--- src/drfd_pkg.sv ---
`timescale 1ns / 1ps
`default_nettype none

package drfd_pkg;

  localparam int MAX_CLASSES = 128;
  localparam int FRAC_BITS   = 12;

  localparam int VALUE_W   = 24;
  localparam int THR_CFG_W = 13;
  localparam int SCALE_W   = 16;
  localparam int NCLS_W    = 8;
  localparam int CLS_W     = 7;
  localparam int POS_W     = 8;
  localparam int PIX_W     = 16;
  localparam int CFG_IDX_W = 3;
  localparam int CFG_DATA_W = 16;

  localparam int CLS_CAP = (MAX_CLASSES < 128) ? MAX_CLASSES : 128;

  // threshold alignment from Q1.12 to the value format
  localparam int THR_SHL = (FRAC_BITS >= 12) ? FRAC_BITS - 12 : 0;
  localparam int THR_SHR = (FRAC_BITS < 12) ? 12 - FRAC_BITS : 0;
  localparam int THR_W   = THR_CFG_W + THR_SHL + 1;
  localparam int CMP_W   = VALUE_W + THR_W;

  localparam int DX_W   = VALUE_W + 2;
  localparam int PROD_W = DX_W + SCALE_W + 1;

  localparam int SH_EDGE = FRAC_BITS + 9;
  localparam int SH_SIZE = FRAC_BITS + 8;

  typedef enum logic [CFG_IDX_W-1:0] {
    REG_CONF_THR  = 3'd0,
    REG_SCORE_THR = 3'd1,
    REG_X_SCALE   = 3'd2,
    REG_Y_SCALE   = 3'd3,
    REG_NUM_CLS   = 3'd4
  } reg_index_e;

  localparam logic [THR_CFG_W-1:0] CONF_THR_RST  = 13'd2048;
  localparam logic [THR_CFG_W-1:0] SCORE_THR_RST = 13'd2048;
  localparam logic [SCALE_W-1:0]   X_SCALE_RST   = 16'd256;
  localparam logic [SCALE_W-1:0]   Y_SCALE_RST   = 16'd256;
  localparam logic [NCLS_W-1:0]    NUM_CLS_RST   = 8'd80;

  typedef struct packed {
    logic [THR_CFG_W-1:0] conf_thr;
    logic [THR_CFG_W-1:0] score_thr;
    logic [SCALE_W-1:0]   x_scale;
    logic [SCALE_W-1:0]   y_scale;
    logic [NCLS_W-1:0]    num_classes;
  } cfg_t;

  typedef struct packed {
    logic                      emit;
    logic signed [DX_W-1:0]    dx;
    logic signed [DX_W-1:0]    dy;
    logic signed [VALUE_W-1:0] w;
    logic signed [VALUE_W-1:0] h;
    logic [CLS_W-1:0]          best_class;
    logic signed [VALUE_W-1:0] conf;
  } row_result_t;

  function automatic logic signed [THR_W-1:0] align_thr(input logic [THR_CFG_W-1:0] thr);
    logic [THR_W-1:0] t;
    t = THR_W'(thr);
    t = (t << THR_SHL) >> THR_SHR;
    return $signed(t);
  endfunction

  // truncate toward zero after dropping sh fraction bits, then saturate
  function automatic logic signed [PIX_W-1:0] to_pixel(input logic signed [PROD_W-1:0] p,
                                                       input int unsigned sh);
    logic signed [PROD_W-1:0] bias;
    logic signed [PROD_W-1:0] q;
    logic signed [PROD_W-1:0] pix_max;
    logic signed [PROD_W-1:0] pix_min;
    pix_max = PROD_W'(32767);
    pix_min = -PROD_W'(32768);
    bias = p[PROD_W-1] ? ((PROD_W'(1) << sh) - PROD_W'(1)) : '0;
    q = (p + bias) >>> sh;
    if (q > pix_max) begin
      q = pix_max;
    end else if (q < pix_min) begin
      q = pix_min;
    end
    return q[PIX_W-1:0];
  endfunction

endpackage

`default_nettype wire

--- src/drfd_scaler.sv ---
`timescale 1ns / 1ps
`default_nettype none

module drfd_scaler (
  input  wire logic                                clk_i,
  input  wire logic                                rst_ni,
  input  wire logic                                fire_i,
  input  wire drfd_pkg::row_result_t               res_i,
  input  wire drfd_pkg::cfg_t                      cfg_i,
  output logic                                     ready_o,
  output logic                                     out_valid_o,
  input  wire logic                                out_ready_i,
  output logic signed [drfd_pkg::PIX_W-1:0]        box_left_o,
  output logic signed [drfd_pkg::PIX_W-1:0]        box_top_o,
  output logic signed [drfd_pkg::PIX_W-1:0]        box_width_o,
  output logic signed [drfd_pkg::PIX_W-1:0]        box_height_o,
  output logic [drfd_pkg::CLS_W-1:0]               class_index_o,
  output logic signed [drfd_pkg::VALUE_W-1:0]      confidence_o
);

  logic signed [drfd_pkg::SCALE_W:0]   xs, ys;
  logic signed [drfd_pkg::PROD_W-1:0]  pl_q, pl_d, pt_q, pt_d, pw_q, pw_d, ph_q, ph_d;
  logic [drfd_pkg::CLS_W-1:0]          cls_q;
  logic signed [drfd_pkg::VALUE_W-1:0] conf_q;
  logic                                prod_valid_q;
  logic                                out_valid_q;
  logic                                ready_out;

  logic signed [drfd_pkg::PIX_W-1:0]   left_q, top_q, width_q, height_q;
  logic [drfd_pkg::CLS_W-1:0]          cls_out_q;
  logic signed [drfd_pkg::VALUE_W-1:0] conf_out_q;

  always_comb begin
    xs   = $signed({1'b0, cfg_i.x_scale});
    ys   = $signed({1'b0, cfg_i.y_scale});
    pl_d = res_i.dx * xs;
    pt_d = res_i.dy * ys;
    pw_d = res_i.w * xs;
    ph_d = res_i.h * ys;
  end

  assign ready_out = !out_valid_q || out_ready_i;
  assign ready_o   = !prod_valid_q || ready_out;

  // product stage
  always_ff @(posedge clk_i or negedge rst_ni) begin
    if (!rst_ni) begin
      prod_valid_q <= 1'b0;
    end else if (ready_o) begin
      prod_valid_q <= fire_i && res_i.emit;
    end
  end

  always_ff @(posedge clk_i) begin
    if (fire_i && ready_o) begin
      pl_q   <= pl_d;
      pt_q   <= pt_d;
      pw_q   <= pw_d;
      ph_q   <= ph_d;
      cls_q  <= res_i.best_class;
      conf_q <= res_i.conf;
    end
  end

  // pixel output stage
  always_ff @(posedge clk_i or negedge rst_ni) begin
    if (!rst_ni) begin
      out_valid_q <= 1'b0;
    end else if (ready_out) begin
      out_valid_q <= prod_valid_q;
    end
  end

  always_ff @(posedge clk_i) begin
    if (prod_valid_q && ready_out) begin
      left_q     <= drfd_pkg::to_pixel(pl_q, drfd_pkg::SH_EDGE);
      top_q      <= drfd_pkg::to_pixel(pt_q, drfd_pkg::SH_EDGE);
      width_q    <= drfd_pkg::to_pixel(pw_q, drfd_pkg::SH_SIZE);
      height_q   <= drfd_pkg::to_pixel(ph_q, drfd_pkg::SH_SIZE);
      cls_out_q  <= cls_q;
      conf_out_q <= conf_q;
    end
  end

  assign out_valid_o   = out_valid_q;
  assign box_left_o    = left_q;
  assign box_top_o     = top_q;
  assign box_width_o   = width_q;
  assign box_height_o  = height_q;
  assign class_index_o = cls_out_q;
  assign confidence_o  = conf_out_q;

endmodule

`default_nettype wire

--- config.mk ---
export PLATFORM = sky130hd
export DESIGN_NAME = drfd_scaler
export DESIGN_NICKNAME = d
export VERILOG_FILES = /design/src/drfd_pkg.sv /design/src/drfd_scaler.sv
export SDC_FILE = /design/constraint.sdc
export NUM_CORES = 2
export LEC_CHECK = 0
export ABC_CLOCK_PERIOD_IN_PS = 7800
export BUFFER_PORTS_ARGS = -buffer_cell sky130_fd_sc_hd__buf_2
export CAP_MARGIN = 20
export CORE_MARGIN = 2
export CORE_UTILIZATION = 55
export DETAILED_ROUTE_END_ITERATION = 10
export PLACE_DENSITY_LB_ADDON = 0.2
export SLEW_MARGIN = 30
export SYNTH_ARGS = -nofsm -noshare
export SYNTH_HDL_FRONTEND = slang
export SYNTH_SLANG_ARGS = --single-unit
export TNS_END_PERCENT = 20
--- constraint.sdc ---
create_clock -name clk_i -period 7.8 [get_ports clk_i]
set_input_delay 0.78 -clock clk_i [delete_from_list [all_inputs] [get_ports clk_i]]
set_output_delay 0.78 -clock clk_i [all_outputs]
set_load 0.02 [all_outputs]
**After elaboration in Yosys (flattened, before gate mapping)**

Cells that the tools add are included.
Widths: inputs -> output; s select.

- $lt $le $gt $ge: 8
- Multipliers: 4
- $add $sub $neg: 4
- Reduce and logical (&&, ||, !) cells: 7
- Muxes and demuxes: 8

Operators by type and width:

| cell | count |
|---|---|
| $add 43x21->43 | 2 |
| $add 43x22->43 | 2 |
| $mul 26x17->43 | 2 |
| $mul 24x17->41 | 2 |
| $mux 16 | 4 |
| $gt 23x16->1 const B | 2 |
| $lt 23x16->1 const B | 2 |
| $gt 22x16->1 const B | 2 |
| $lt 22x16->1 const B | 2 |
| $mux 21 | 2 |
| $mux 20 | 2 |
| $logic_and 1x1->1 | 3 |
| $logic_not 1->1 | 2 |
| $logic_or 1x1->1 | 2 |

- Input port bits: 202
- Register bits after elaboration: 300
- Word-level logic and storage cells: 45

**Longest topological paths before layout**

- Word-level depth: 4
- Depth in mapped cells: 26
- Depth with buffers taken out: 24

**Least setup slack after synthesis**

Ideal clock, no wire load.

- Path kind: in2reg
- Start: input port cfg_i[32] in the netlist's numbering
- End: register pw_q[39] in the netlist's numbering, data pin
- Data arrival time: 6.591 ns
- Setup time: 0.258 ns
- Slack: 0.952 ns
- Stages: 24
- Path through: clkbuf_1 clkbuf_1 nand2_1 fa_1 inv_1 fa_1 inv_1 fa_1 inv_1 fa_1 fa_1 inv_1 fa_1 inv_1 ha_1 nand3_1 or4b_2 a21oi_1 o2111ai_1 a31oi_1 a211oi_1 o21ai_0 nand2_1 xnor2_1

- Longest elaborated chain between the ends: 1

Ends and longest elaborated chain:

| what | RTL line | text |
|---|---|---|
| start, declared | drfd_scaler.sv:9 | `input wire drfd_pkg::cfg_t cfg_i,` |
| $mul 24x17->41 | drfd_scaler.sv:38 | `pw_d = res_i.w * xs;` |
| named net pw_d (one bit) | drfd_scaler.sv:22 | `logic signed [drfd_pkg::PROD_W-1:0] pl_q, pl_d, pt_q, pt_d, pw_q, pw_d, ph_q, ph_d;` |
| end signal, assigned | drfd_scaler.sv:58 | `pw_q <= pw_d;` |
| end, declared | drfd_scaler.sv:22 |  |

The timed path passes the listed nets, and every way through them passes these cells.
A chain may end at the register's enable or synchronous reset.

**Final worst setup path**

- Start: input port cfg_i[26] in the netlist's numbering
- End: register pl_q[35] in the netlist's numbering, data pin

- Longest elaborated chain between the ends: 1

Ends and longest elaborated chain:

| what | RTL line | text |
|---|---|---|
| $mul 26x17->43 | drfd_scaler.sv:36 | `pl_d = res_i.dx * xs;` |
| named net pl_d (one bit) | drfd_scaler.sv:22 |  |
| end signal, assigned | drfd_scaler.sv:56 | `pl_q <= pl_d;` |
| end, declared | drfd_scaler.sv:22 |  |

The timed path passes the listed nets, and every way through them passes these cells.

==> metrics.txt <==
status complete, no violations; postcts setup bufs 0; worst path cell trace buf_2, buf_4, nand2_1, fa_1, fa_1, fa_1, inv_1, fa_1, fa_1, fa_1, ha_1, nand4_1, a2111oi_0, buf_4, o31ai_1, a31o_2, a311oi_1, nor2_1, o21ai_0, o22ai_1, xnor2_1; Die Width ~360 microns; io pins around 300; CTS tree built; synthesis-stage register bit count between 200 and 300; vias in the first global route 53,900; # rows 130; Mapped Cells approximately 7,400; Crit path required time between 8000 and 9000 ps; startpoint types primary input; Synth area leaders fa_1, edfxtp_1, inv_1; cell taking the most area after synthesis fa_1; Sink Count about 300; Chip Height about 360 microns; most frequent CP cell fa_1; critical path's largest stage delay about 570 ps; Tmin final between 6000 and 7000 ps; First-pass DRT Iterations 7; HP Class in2reg; Crit Path Class in2reg; WP data arrival 7280 ps; Area Growth Syn to Fin 6.84%; DR vias around 49,000; Via density 5.30; Die Area approximately 130,000 sq um; syn avg cell area around 9.5 sq um; clock-pin slew of the registers on the worst-case setup and hold paths 60 ps; crit path from cfg_i[26]; crit path max fanout 25; total gr overflow 0; commonest non-fill, non-tap cell in the layout inv_1; slowest CP cell buf_2; gpl congestion 0.917; Post-synth EDFFs between 200 and 300; Clock Path Buffers 3; post-route design area about 75,000 sq um; Max Clock Skew 36.4 ps; layout cells sized above 1 0.0688; H-tree depth 2; Yosys top cell area share 0.447; post-DR wirelength/cell between 15 and 20 microns; HPWL after DPL 130,000 microns; port bufs between 200 and 300; Finish-stage setup viols 0; post-synth design cell area around 70,000 sq um; Initial Util 0.556; ys flop type edfxtp_1; post-synthesis net count a little under 10,000; async set-reset flop share out of synthesis 0.00676; Final Hold Viols 0; CTS Root Cell clkbuf_16; initial DRC count roughly 2,800; antenna violations before repair 8; Tot GR Track Use 0.263; RR Startpoint ph_q[41]; unrepaired setup endpoints after global routing false; Clk Latency, worst-skew pair roughly 570 ps; most frequent cells in the layout inv_1, fa_1, nand2_1, and2_1, ha_1; worst slew pin tran 997 ps; hold path start res_i[27]; MaxCap Viol Count 0; Filler Cell Count roughly 11,000; Total Wirelength around 160,000 microns; clock buffer count from CTS 36; Slew Viols, Final 0; Rel. slew slack 0.335; post-synthesis sequential area ratio 0.127; post-synthesis cell type count 84; largest net degree at the start of global routing approximately 140; first-pass GRT wire length 275,000 microns; Achievable Freq approximately 0.14 GHz; core area 126,000 sq um; Setup TNS 0 ps; number of routed nets with antenna violations 0; Final Cycle Share 0.895; DRC 0; Synth warnings 0; crit end category flop; # nets final ~9,800; Placed Area 73,500 sq um
==> stage by stage <==
stage               hold slack [ps]  instances  setup slack (ps)   util
CTS                             355       9224               830  0.594
floorplan                       400       7389               952      -
global route                    365       9227               507  0.594
detailed placement              405       9159               244  0.584
finish                          401       9229               821  0.594
global placement                401       9159               271  0.584
==> path summary, 6_finish.rpt <==
check | endpoint | slack [ps] | depth (start not counted)
hold / removal | cls_q[3] | 400 | 1
max in group asynchronous | prod_valid_q | 7160 | 2
min in group asynchronous | out_valid_o | 540 | 2
setup / recovery | pl_q[35] | 820 | 21
setup reg to reg | box_height_o[1] | 3900 | 12
hold reg to reg | confidence_o[1] | 420 | 0
==> repair_timing <==
action                                  CTS  global route
gates resized for setup                   0             0
hold endpoints to repair                  2             0
endpoints found under the setup margin    0             0
hold buffers                              1             0
==> critical path, delay by kind of cell <==
kind / cells / cell delay [ps]
fa+ha+maj: 7 / 3380
compound gates: 6 / 1370
buf+inv: 4 / 1140
simple gates: 3 / 410
xor+xnor: 1 / 150
==> flip-flops by register name, summed over array words and instances (netlist names) <==
name	flops
box_left_o	16
pl_q	43
ph_q	41
prod_valid_q	1
box_top_o	16
pt_q	43
box_height_o	16
out_valid_o	1
confidence_o	24
class_index_o	7
cls_q	7
box_width_o	16
conf_q	24
pw_q	41
==> synthesized netlist by cell type, types with 3 or more instances <==
cell and count:
edfxtp_1 294, nand2b_1 17, xnor2_1 149, o211ai_1 6, a211o_1 7, or4_1 4
a2111oi_0 4, nand2_1 1062, o21bai_1 17, or3_1 12, and2_1 648, a41oi_1 4
a31o_2 7, a2111o_1 3, o22ai_1 5, o21a_1 25, buf_2 6, nor4_1 12
o31ai_1 5, nand3_1 53, ha_1 490, nor2_1 94, and3_1 23, nand4_1 31
a31oi_1 15, o21ai_1 15, a21oi_1 163, nor2b_1 20, fa_1 1564, or2_2 7
inv_1 1948, o21ai_0 94, xor2_1 75, and4_1 12, o2111ai_1 4, a311oi_1 4
a21o_1 98, clkbuf_1 291, nor3_1 26, a211oi_1 12, mux2i_1 3
==> cell families after synthesis <==
family | after synthesis | share of synthesized area
xor+xnor | 224 | 0.0280
compound gates | 526 | 0.0483
buf+inv | 2251 | 0.121
flops | 296 | 0.127
fa+ha+maj | 2054 | 0.535
simple gates | 2034 | 0.140
mux | 4 | 0.000590
==> metal layers <==
| metal | part of all wire | GRT usage | vias up |
|---|---|---|---|
| li1 | - | - | 22100 |
| met1 | 0.43 | 0.359 | 25000 |
| met2 | 0.49 | 0.446 | 1493 |
| met3 | 0.066 | 0.0379 | 285 |
| met4 | 0.024 | 0.0651 | 2 |
| met5 | 0.000056 | 0 | - |
==> cell type report <==
type | count | area [sq um] | share of cell area
timing repair buffer | 425 | 2610 | 0.0349
clock inverter | 24 | 299 | 0.00400
multi-input combinational | 4842 | 52700 | 0.704
antenna | 4 | 10.0 | 0.000134
inverter | 1948 | 7310 | 0.0978
clock buffer | 40 | 958 | 0.0128
tap | 1650 | 2060 | 0.0276
sequential | 296 | 8880 | 0.119
Power is not shown: default switching activity piles up to over one toggle a cycle in this logic, so the estimate is an artifact.
