[src/drfd_pkg.sv]
`timescale 1ns / 1ps
`default_nettype none

package drfd_pkg;

  localparam int MAX_CLASSES = 128;
  localparam int FRAC_BITS   = 12;

  localparam int VALUE_W   = 24;
  localparam int THR_CFG_W = 13;
  localparam int SCALE_W   = 16;
  localparam int NCLS_W    = 8;
  localparam int CLS_W     = 7;
  localparam int POS_W     = 8;
  localparam int PIX_W     = 16;
  localparam int CFG_IDX_W = 3;
  localparam int CFG_DATA_W = 16;

  localparam int CLS_CAP = (MAX_CLASSES < 128) ? MAX_CLASSES : 128;

  // threshold alignment from Q1.12 to the value format
  localparam int THR_SHL = (FRAC_BITS >= 12) ? FRAC_BITS - 12 : 0;
  localparam int THR_SHR = (FRAC_BITS < 12) ? 12 - FRAC_BITS : 0;
  localparam int THR_W   = THR_CFG_W + THR_SHL + 1;
  localparam int CMP_W   = VALUE_W + THR_W;

  localparam int DX_W   = VALUE_W + 2;
  localparam int PROD_W = DX_W + SCALE_W + 1;

  localparam int SH_EDGE = FRAC_BITS + 9;
  localparam int SH_SIZE = FRAC_BITS + 8;

  typedef enum logic [CFG_IDX_W-1:0] {
    REG_CONF_THR  = 3'd0,
    REG_SCORE_THR = 3'd1,
    REG_X_SCALE   = 3'd2,
    REG_Y_SCALE   = 3'd3,
    REG_NUM_CLS   = 3'd4
  } reg_index_e;

  localparam logic [THR_CFG_W-1:0] CONF_THR_RST  = 13'd2048;
  localparam logic [THR_CFG_W-1:0] SCORE_THR_RST = 13'd2048;
  localparam logic [SCALE_W-1:0]   X_SCALE_RST   = 16'd256;
  localparam logic [SCALE_W-1:0]   Y_SCALE_RST   = 16'd256;
  localparam logic [NCLS_W-1:0]    NUM_CLS_RST   = 8'd80;

  typedef struct packed {
    logic [THR_CFG_W-1:0] conf_thr;
    logic [THR_CFG_W-1:0] score_thr;
    logic [SCALE_W-1:0]   x_scale;
    logic [SCALE_W-1:0]   y_scale;
    logic [NCLS_W-1:0]    num_classes;
  } cfg_t;

  typedef struct packed {
    logic                      emit;
    logic signed [DX_W-1:0]    dx;
    logic signed [DX_W-1:0]    dy;
    logic signed [VALUE_W-1:0] w;
    logic signed [VALUE_W-1:0] h;
    logic [CLS_W-1:0]          best_class;
    logic signed [VALUE_W-1:0] conf;
  } row_result_t;

  function automatic logic signed [THR_W-1:0] align_thr(input logic [THR_CFG_W-1:0] thr);
    logic [THR_W-1:0] t;
    t = THR_W'(thr);
    t = (t << THR_SHL) >> THR_SHR;
    return $signed(t);
  endfunction

  // truncate toward zero after dropping sh fraction bits, then saturate
  function automatic logic signed [PIX_W-1:0] to_pixel(input logic signed [PROD_W-1:0] p,
                                                       input int unsigned sh);
    logic signed [PROD_W-1:0] bias;
    logic signed [PROD_W-1:0] q;
    logic signed [PROD_W-1:0] pix_max;
    logic signed [PROD_W-1:0] pix_min;
    pix_max = PROD_W'(32767);
    pix_min = -PROD_W'(32768);
    bias = p[PROD_W-1] ? ((PROD_W'(1) << sh) - PROD_W'(1)) : '0;
    q = (p + bias) >>> sh;
    if (q > pix_max) begin
      q = pix_max;
    end else if (q < pix_min) begin
      q = pix_min;
    end
    return q[PIX_W-1:0];
  endfunction

endpackage

`default_nettype wire

[src/drfd_row_state.sv]
`timescale 1ns / 1ps
`default_nettype none

module drfd_row_state (
  input  wire logic                               clk_i,
  input  wire logic                               rst_ni,
  input  wire logic                               fire_i,
  input  wire logic signed [drfd_pkg::VALUE_W-1:0] value_i,
  input  wire logic                               frame_start_i,
  input  wire drfd_pkg::cfg_t                     cfg_i,
  output drfd_pkg::row_result_t                   res_o
);

  logic [drfd_pkg::POS_W-1:0]          position_q, position_d;
  logic signed [drfd_pkg::VALUE_W-1:0] center_x_q, center_x_d;
  logic signed [drfd_pkg::VALUE_W-1:0] center_y_q, center_y_d;
  logic signed [drfd_pkg::VALUE_W-1:0] box_w_q, box_w_d;
  logic signed [drfd_pkg::VALUE_W-1:0] box_h_q, box_h_d;
  logic signed [drfd_pkg::VALUE_W-1:0] obj_q, obj_d;
  logic signed [drfd_pkg::VALUE_W-1:0] best_score_q, best_score_d;
  logic [drfd_pkg::CLS_W-1:0]          best_class_q, best_class_d;

  logic [drfd_pkg::POS_W-1:0]  pos;
  logic [drfd_pkg::POS_W-1:0]  pos_off;
  logic [drfd_pkg::NCLS_W-1:0] ncls;
  logic [drfd_pkg::POS_W-1:0]  last;
  logic                        ends;
  logic                        conf_ok;
  logic                        score_ok;

  always_comb begin
    ncls = cfg_i.num_classes;
    if (ncls == '0) begin
      ncls = drfd_pkg::NCLS_W'(1);
    end
    if (ncls > drfd_pkg::NCLS_W'(drfd_pkg::CLS_CAP)) begin
      ncls = drfd_pkg::NCLS_W'(drfd_pkg::CLS_CAP);
    end
    last = drfd_pkg::POS_W'(4) + drfd_pkg::POS_W'(ncls);
  end

  always_comb begin
    pos          = frame_start_i ? '0 : position_q;
    pos_off      = pos - drfd_pkg::POS_W'(5);
    center_x_d   = center_x_q;
    center_y_d   = center_y_q;
    box_w_d      = box_w_q;
    box_h_d      = box_h_q;
    obj_d        = obj_q;
    best_score_d = best_score_q;
    best_class_d = best_class_q;
    case (pos)
      8'd0: center_x_d = value_i;
      8'd1: center_y_d = value_i;
      8'd2: box_w_d    = value_i;
      8'd3: box_h_d    = value_i;
      8'd4: obj_d      = value_i;
      8'd5: begin
        best_score_d = value_i;
        best_class_d = '0;
      end
      default: begin
        if (value_i > best_score_q) begin
          best_score_d = value_i;
          best_class_d = pos_off[drfd_pkg::CLS_W-1:0];
        end
      end
    endcase
    ends       = (pos >= last);
    position_d = ends ? '0 : pos + drfd_pkg::POS_W'(1);
  end

  always_comb begin
    conf_ok  = $signed(drfd_pkg::CMP_W'(obj_d))
             >= $signed(drfd_pkg::CMP_W'(drfd_pkg::align_thr(cfg_i.conf_thr)));
    score_ok = $signed(drfd_pkg::CMP_W'(best_score_d))
             > $signed(drfd_pkg::CMP_W'(drfd_pkg::align_thr(cfg_i.score_thr)));
    res_o.emit       = ends && conf_ok && score_ok;
    res_o.dx         = (drfd_pkg::DX_W'(center_x_q) <<< 1) - drfd_pkg::DX_W'(box_w_q);
    res_o.dy         = (drfd_pkg::DX_W'(center_y_q) <<< 1) - drfd_pkg::DX_W'(box_h_q);
    res_o.w          = box_w_q;
    res_o.h          = box_h_q;
    res_o.best_class = best_class_d;
    res_o.conf       = obj_d;
  end

  always_ff @(posedge clk_i or negedge rst_ni) begin
    if (!rst_ni) begin
      position_q   <= '0;
      center_x_q   <= '0;
      center_y_q   <= '0;
      box_w_q      <= '0;
      box_h_q      <= '0;
      obj_q        <= '0;
      best_score_q <= '0;
      best_class_q <= '0;
    end else if (fire_i) begin
      position_q   <= position_d;
      center_x_q   <= center_x_d;
      center_y_q   <= center_y_d;
      box_w_q      <= box_w_d;
      box_h_q      <= box_h_d;
      obj_q        <= obj_d;
      best_score_q <= best_score_d;
      best_class_q <= best_class_d;
    end
  end

endmodule

`default_nettype wire

[config.mk]
export PLATFORM = sky130hd
export DESIGN_NAME = drfd_row_state
export DESIGN_NICKNAME = d
export VERILOG_FILES = /design/src/drfd_pkg.sv /design/src/drfd_row_state.sv
export SDC_FILE = /design/constraint.sdc
export NUM_CORES = 1
export LEC_CHECK = 0
export BUFFER_PORTS_ARGS = -buffer_cell sky130_fd_sc_hd__buf_2
export CAP_MARGIN = 30
export CELL_PAD_IN_SITES_DETAIL_PLACEMENT = 1
export CELL_PAD_IN_SITES_GLOBAL_PLACEMENT = 2
export CORE_ASPECT_RATIO = 0.7
export CORE_UTILIZATION = 37
export CTS_CLUSTER_DIAMETER = 120
export CTS_CLUSTER_SIZE = 12
export DETAILED_ROUTE_END_ITERATION = 10
export PLACE_DENSITY_LB_ADDON = 0.2
export SLEW_MARGIN = 20
export SYNTH_ARGS = -nofsm -noshare
export SYNTH_HDL_FRONTEND = slang
export SYNTH_SLANG_ARGS = --single-unit
[constraint.sdc]
create_clock -name clk_i -period 8.8 [get_ports clk_i]
set_input_delay 0.88 -clock clk_i [delete_from_list [all_inputs] [get_ports clk_i]]
set_output_delay 0.88 -clock clk_i [all_outputs]
set_load 0.02 [all_outputs]
== Word level (Yosys, flattened, before mapping) ==
Index checks and enable logic that the tools add are counted.

* Output and inout port bits: 132
* Input bits: 94
* Bits in registers: 159

* Multiplexer cells: 9
* $lt $le $gt $ge: 5
* $add $sub $neg: 5
* Eq/ne operators: 5
* Reductions and logical operators: 9

{| class="wikitable"
|+ Operators with widths
! operator !! number
|-
| 25-bit by 24-bit subtractor with 26-bit output || 2
|-
| 24-bit two-way mux || 2
|-
| 24-bit one-hot mux with 2 select lines || 1
|-
| 8-bit two-way mux || 4
|-
| 24-bit by 14-bit greater-or-equal comparator with 1-bit output || 1
|-
| 24-bit by 14-bit > comparator with 1-bit output || 1
|-
| 24-bit > comparator || 1
|-
| 8-bit by 2-bit equality test with 1-bit output (second input constant) || 2
|-
| 8-bit by 3-bit equality test with 1-bit output (second input constant) || 2
|-
| 8-bit logical NOT || 2
|-
| 7-bit one-hot mux with 2 select lines || 1
|-
| 3-bit by 8-bit adder with 8-bit output (first input constant) || 1
|-
| 8-bit by 1-bit adder with 8-bit output (second input constant) || 1
|-
| 8-bit by 1-bit equality test with 1-bit output (second input constant) || 1
|-
| 8-bit greater-or-equal comparator || 1
|-
| 8-bit > comparator (second input constant) || 1
|-
| 2-bit AND reduction || 4
|-
| 7-bit two-way mux || 1
|-
| 7-bit by 3-bit subtractor with 7-bit output (second input constant) || 1
|-
| 5-bit OR reduction || 1
|-
| 1-bit logical AND || 2
|}

== Longest topological paths before layout ==
* Depth in word-level cells: 8
* Gate-level depth with buffers: 21
* Gate-level depth less buffers: 20

== Worst setup path after synthesis ==
Ideal clock, no wire load.

* Path type: input to output
* Start: input frame_start_i
* End: output res_o[131] in the netlist's numbering
* Arrival: 4.566 ns
* Path buffers: 1
* Setup slack: 3.354 ns
* Stages: 19
* Cell sequence: inv_1 nand2_1 inv_1 ha_1 or4_1 a22oi_1 nor4b_2 nor2_1 nand2_1 buf_2 a22o_1 ha_1 a21o_1 a21o_1 a21oi_1 o21ai_0 a221oi_1 a2bb2oi_1 a21oi_1

{| class="wikitable"
|+ RTL lines
! what !! RTL line !! source
|-
| start, declared || drfd_row_state.sv:9 || <nowiki>input wire logic frame_start_i,</nowiki>
|-
| end, declared || drfd_row_state.sv:11 || <nowiki>output drfd_pkg::row_result_t res_o</nowiki>
|}

==> impl_metrics.py <==
metrics = {
    "timing": {
        "tns_ns": 0,
        "min_period_over_period_pct": 78.5,
        "hold_violations": 0,
        "fmax_mhz": 145,
        "worstMarginPinSlew_ns": 0.877,
        "finalSetupViolCount": 0,
        "max_slew_margin_pct": 41.3,
        "min_period_ns": 6.91,
        "fin_skew_ns": 0.00809,
        "slew_viol_final": 0,
        "rsz0062_at_grt": "false",
    },
    "placed_design": {
        "io_buffers": 193,
        "place_hpwl_um": 25000,
        "place_inst": 1684,
        "dpl_cell_area_um2": 12300,
        "gp_congestion": 0.805,
    },
    "min_path": {
        "min-delay-path-class": "in -> async",
    },
    "grt": {
        "grt_start_max_net_pins": 103,
        "grt.busiest_layer": "met1",
        "antenna_found_initial": 2,
        "grt_use_met1_pct": 34.5,
        "grt_use_met3_pct": 4.14,
        "grt_overflow": 0,
        "grt_pass1_vias": 9265,
        "grt_usage_pct": 22.5,
        "grt_pass1_wl_um": 53000,
        "grt_use_met2_pct": 32.7,
    },
    "cts": {
        "cts-htree-levels": 4,
        "root_buffer": "clkbuf_16",
        "cts-buffers-inserted": 17,
        "post-cts-setup-buffers": 0,
        "clk_latency_ns": 0.44,
        "path_clk_slew_ns": 0.06,
        "clk_path_buf_depth": 2,
        "cts_sinks": 159,
        "cts_resized": 0,
        "ctsHoldBuffers": 0,
        "cts_tree": "yes",
    },
    "route": {
        "drtPass1Iterations": 5,
        "wl_per_cell_um": 19.2,
        "first_iter_violations": 461,
        "drc": 0,
        "vias_per_cell": 5.34,
        "antenna_left": 0,
        "routed_wirelength_um": 33000,
        "num_vias": 9177,
    },
    "cells_and_area": {
        "fin_nets": 1534,
        "fin_util_pct": 44.8,
        "area_growth_pct": 18.5,
        "drive_above_1_share_pct": 27.0,
        "nFillCells": 3377,
        "instances_no_fill": 1718,
        "design_area_um2": 13000,
    },
    "floorplanning": {
        "placementRows": 52,
        "initial_core_util_pct": 37.8,
        "dieArea_um2": 30300,
        "fp.coreArea_um2": 29000,
        "io_pins": 226,
        "die_x_um": 208,
        "dieHeight_um": 146,
    },
    "critical_path": {
        "end_kind": "primary output",
        "arrival_ns": 6.03,
        "critPathKind": "in -> out",
        "path_max_fanout": 13,
        "start_kind": "input pin",
        "required_ns": 7.92,
    },
    "logic_synthesis": {
        "synth_area_leader_cell": "dfrtp_1",
        "synth_common_cells": "dfrtp_1 (159), inv_1 (126), ha_1 (112)",
        "synth_cell_types": 69,
        "synth_edf_count": 0,
        "ys.flop_type": "dfrtp_1",
        "avgSynthCellArea_um2": 9.60,
        "synth_area_leaders": "dfrtp_1 (36%), ha_1 (13%), mux2_2 (11%)",
        "synth_cells": 1139,
        "synth_nets": 1347,
        "synth.most_common_cell": "dfrtp_1",
        "netlist_area_um2": 10900,
        "synth.top_cell.area_share_pct": 36.4,
        "ys_warn_count": 0,
        "ys_seq_area_share_pct": 36.4,
        "ys_ff_latch": 159,
        "ys_async_sr_fraction_pct": 100,
    },
    "job": {
        "drv_cap": 0,
    },
    "power": {
        "p_total_mw": 6.02,
        "leakage_nw": 6.28,
        "peakVddDrop_mv": 0.324,
        "p_per_area_nw_per_um2": 464,
    },
    "outcome": {
        "status": "complete, no violations",
    },
}
## cell families after synthesis
kind of cell / after synthesis / share of synthesized area [%]
AOI/OAI and AO/OA: 262 / 16.5
xor gates and xnor gates: 45 / 3.60
adders and majority gates: 114 / 13.2
buffers and inverters: 162 / 5.94
DFF: 159 / 36.4
muxes: 115 / 11.8
and+or+nand+nor: 282 / 12.6
## layout by cell type (no fill, tap or decap), types with 6 or more instances in the layout
cell       count
a21o_1        15
a21oi_1       82
a22o_1        43
a32o_1         7
and3_1        11
buf_2        192
buf_4         10
clkbuf_16     17
dfrtp_1      159
ha_1         112
inv_1        126
mux2_2       111
nand2_1       49
nand2b_1      11
nand3_1       18
nand4_1       13
nor2_1       108
nor2b_1       18
nor3_1        13
nor4_1        10
o211ai_1       6
o21a_1        11
o21ai_0       35
o21bai_1       7
o2bb2ai_1      6
o31ai_1        6
xnor2_1       37
xor2_1         8
## registers in the layout (all words and copies together) (netlist names)
register,cells
best_score_q,24
box_h_q,24
box_w_q,24
center_x_q,24
center_y_q,24
obj_q,24
position_q,8
best_class_q,7
## metrics by stage
| stage | setup WS (ns) | hold WS, ns |
|---|---|---|
| after global placement | 2.08 | 0.475 |
| after detailed placement | 1.97 | 0.482 |
| after CTS | 1.94 | 0.497 |
| after global routing | 1.50 | 0.311 |
| final | 1.89 | 0.312 |
| after floorplan | 3.35 | 0.466 |
## area by class of cell
class                      instances  area (µm²)  area share (%)
antenna                            2        5.00          0.0386
clock buffer                      21         460            3.55
clock inverter                    10         185            1.43
inverter                         126         473            3.65
multi-input combinational        818        6310            48.7
sequential                       159        3980            30.7
tap                              378         473            3.65
timing repair buffer             204        1070            8.29
## worst max-delay path, cell delays in order
cell and delay [ns]:
buf_2 0.18, inv_1 0.17, nand2_1 0.30, inv_1 0.12, ha_1 0.29, or4_1 0.60
a22oi_1 0.36, nor4b_2 0.47, nor2_1 0.15, nand2_1 0.44, a22o_1 0.23, ha_1 0.23
a21o_1 0.18, a21o_1 0.17, a21oi_1 0.15, o21ai_0 0.11, a221oi_1 0.42, a2bb2oi_1 0.27
a21oi_1 0.11, buf_2 0.17
## path summary, 6_finish.rpt
path / startpoint / end / slack (ns) / cells after the start
setup / recovery: frame_start_i / res_o[131] / 1.89 / 20
hold / removal: rst_ni / position_q[7]$_DFFE_PN0P_ / 0.31 / 1
setup reg to reg: position_q[0]$_DFFE_PN0P_ / best_score_q[11]$_DFFE_PN0P_ / 4.93 / 10
hold reg to reg: best_class_q[2]$_DFFE_PN0P_ / best_class_q[2]$_DFFE_PN0P_ / 0.49 / 1
max in group asynchronous: rst_ni / box_w_q[5]$_DFFE_PN0P_ / 7.38 / 2
min in group clk_i: best_class_q[2]$_DFFE_PN0P_ / best_class_q[2]$_DFFE_PN0P_ / 0.49 / 1
## per-layer routing
layer  up-vias  part of all wire (%)
met4         0                  0.71
li1       4440                     -
met3        15                   3.8
met5         -                     0
met2       163                    42
met1      4559                    53
## where the power goes
group	leakage (nW)	total (mW)	internal, mW	switching [mW]
combinational	4.08	3.92	1.55	2.37
clock	0.313	0.830	0.517	0.313
sequential	1.89	1.27	1.04	0.231
Note: power is estimated with default switching activity, not from simulation.
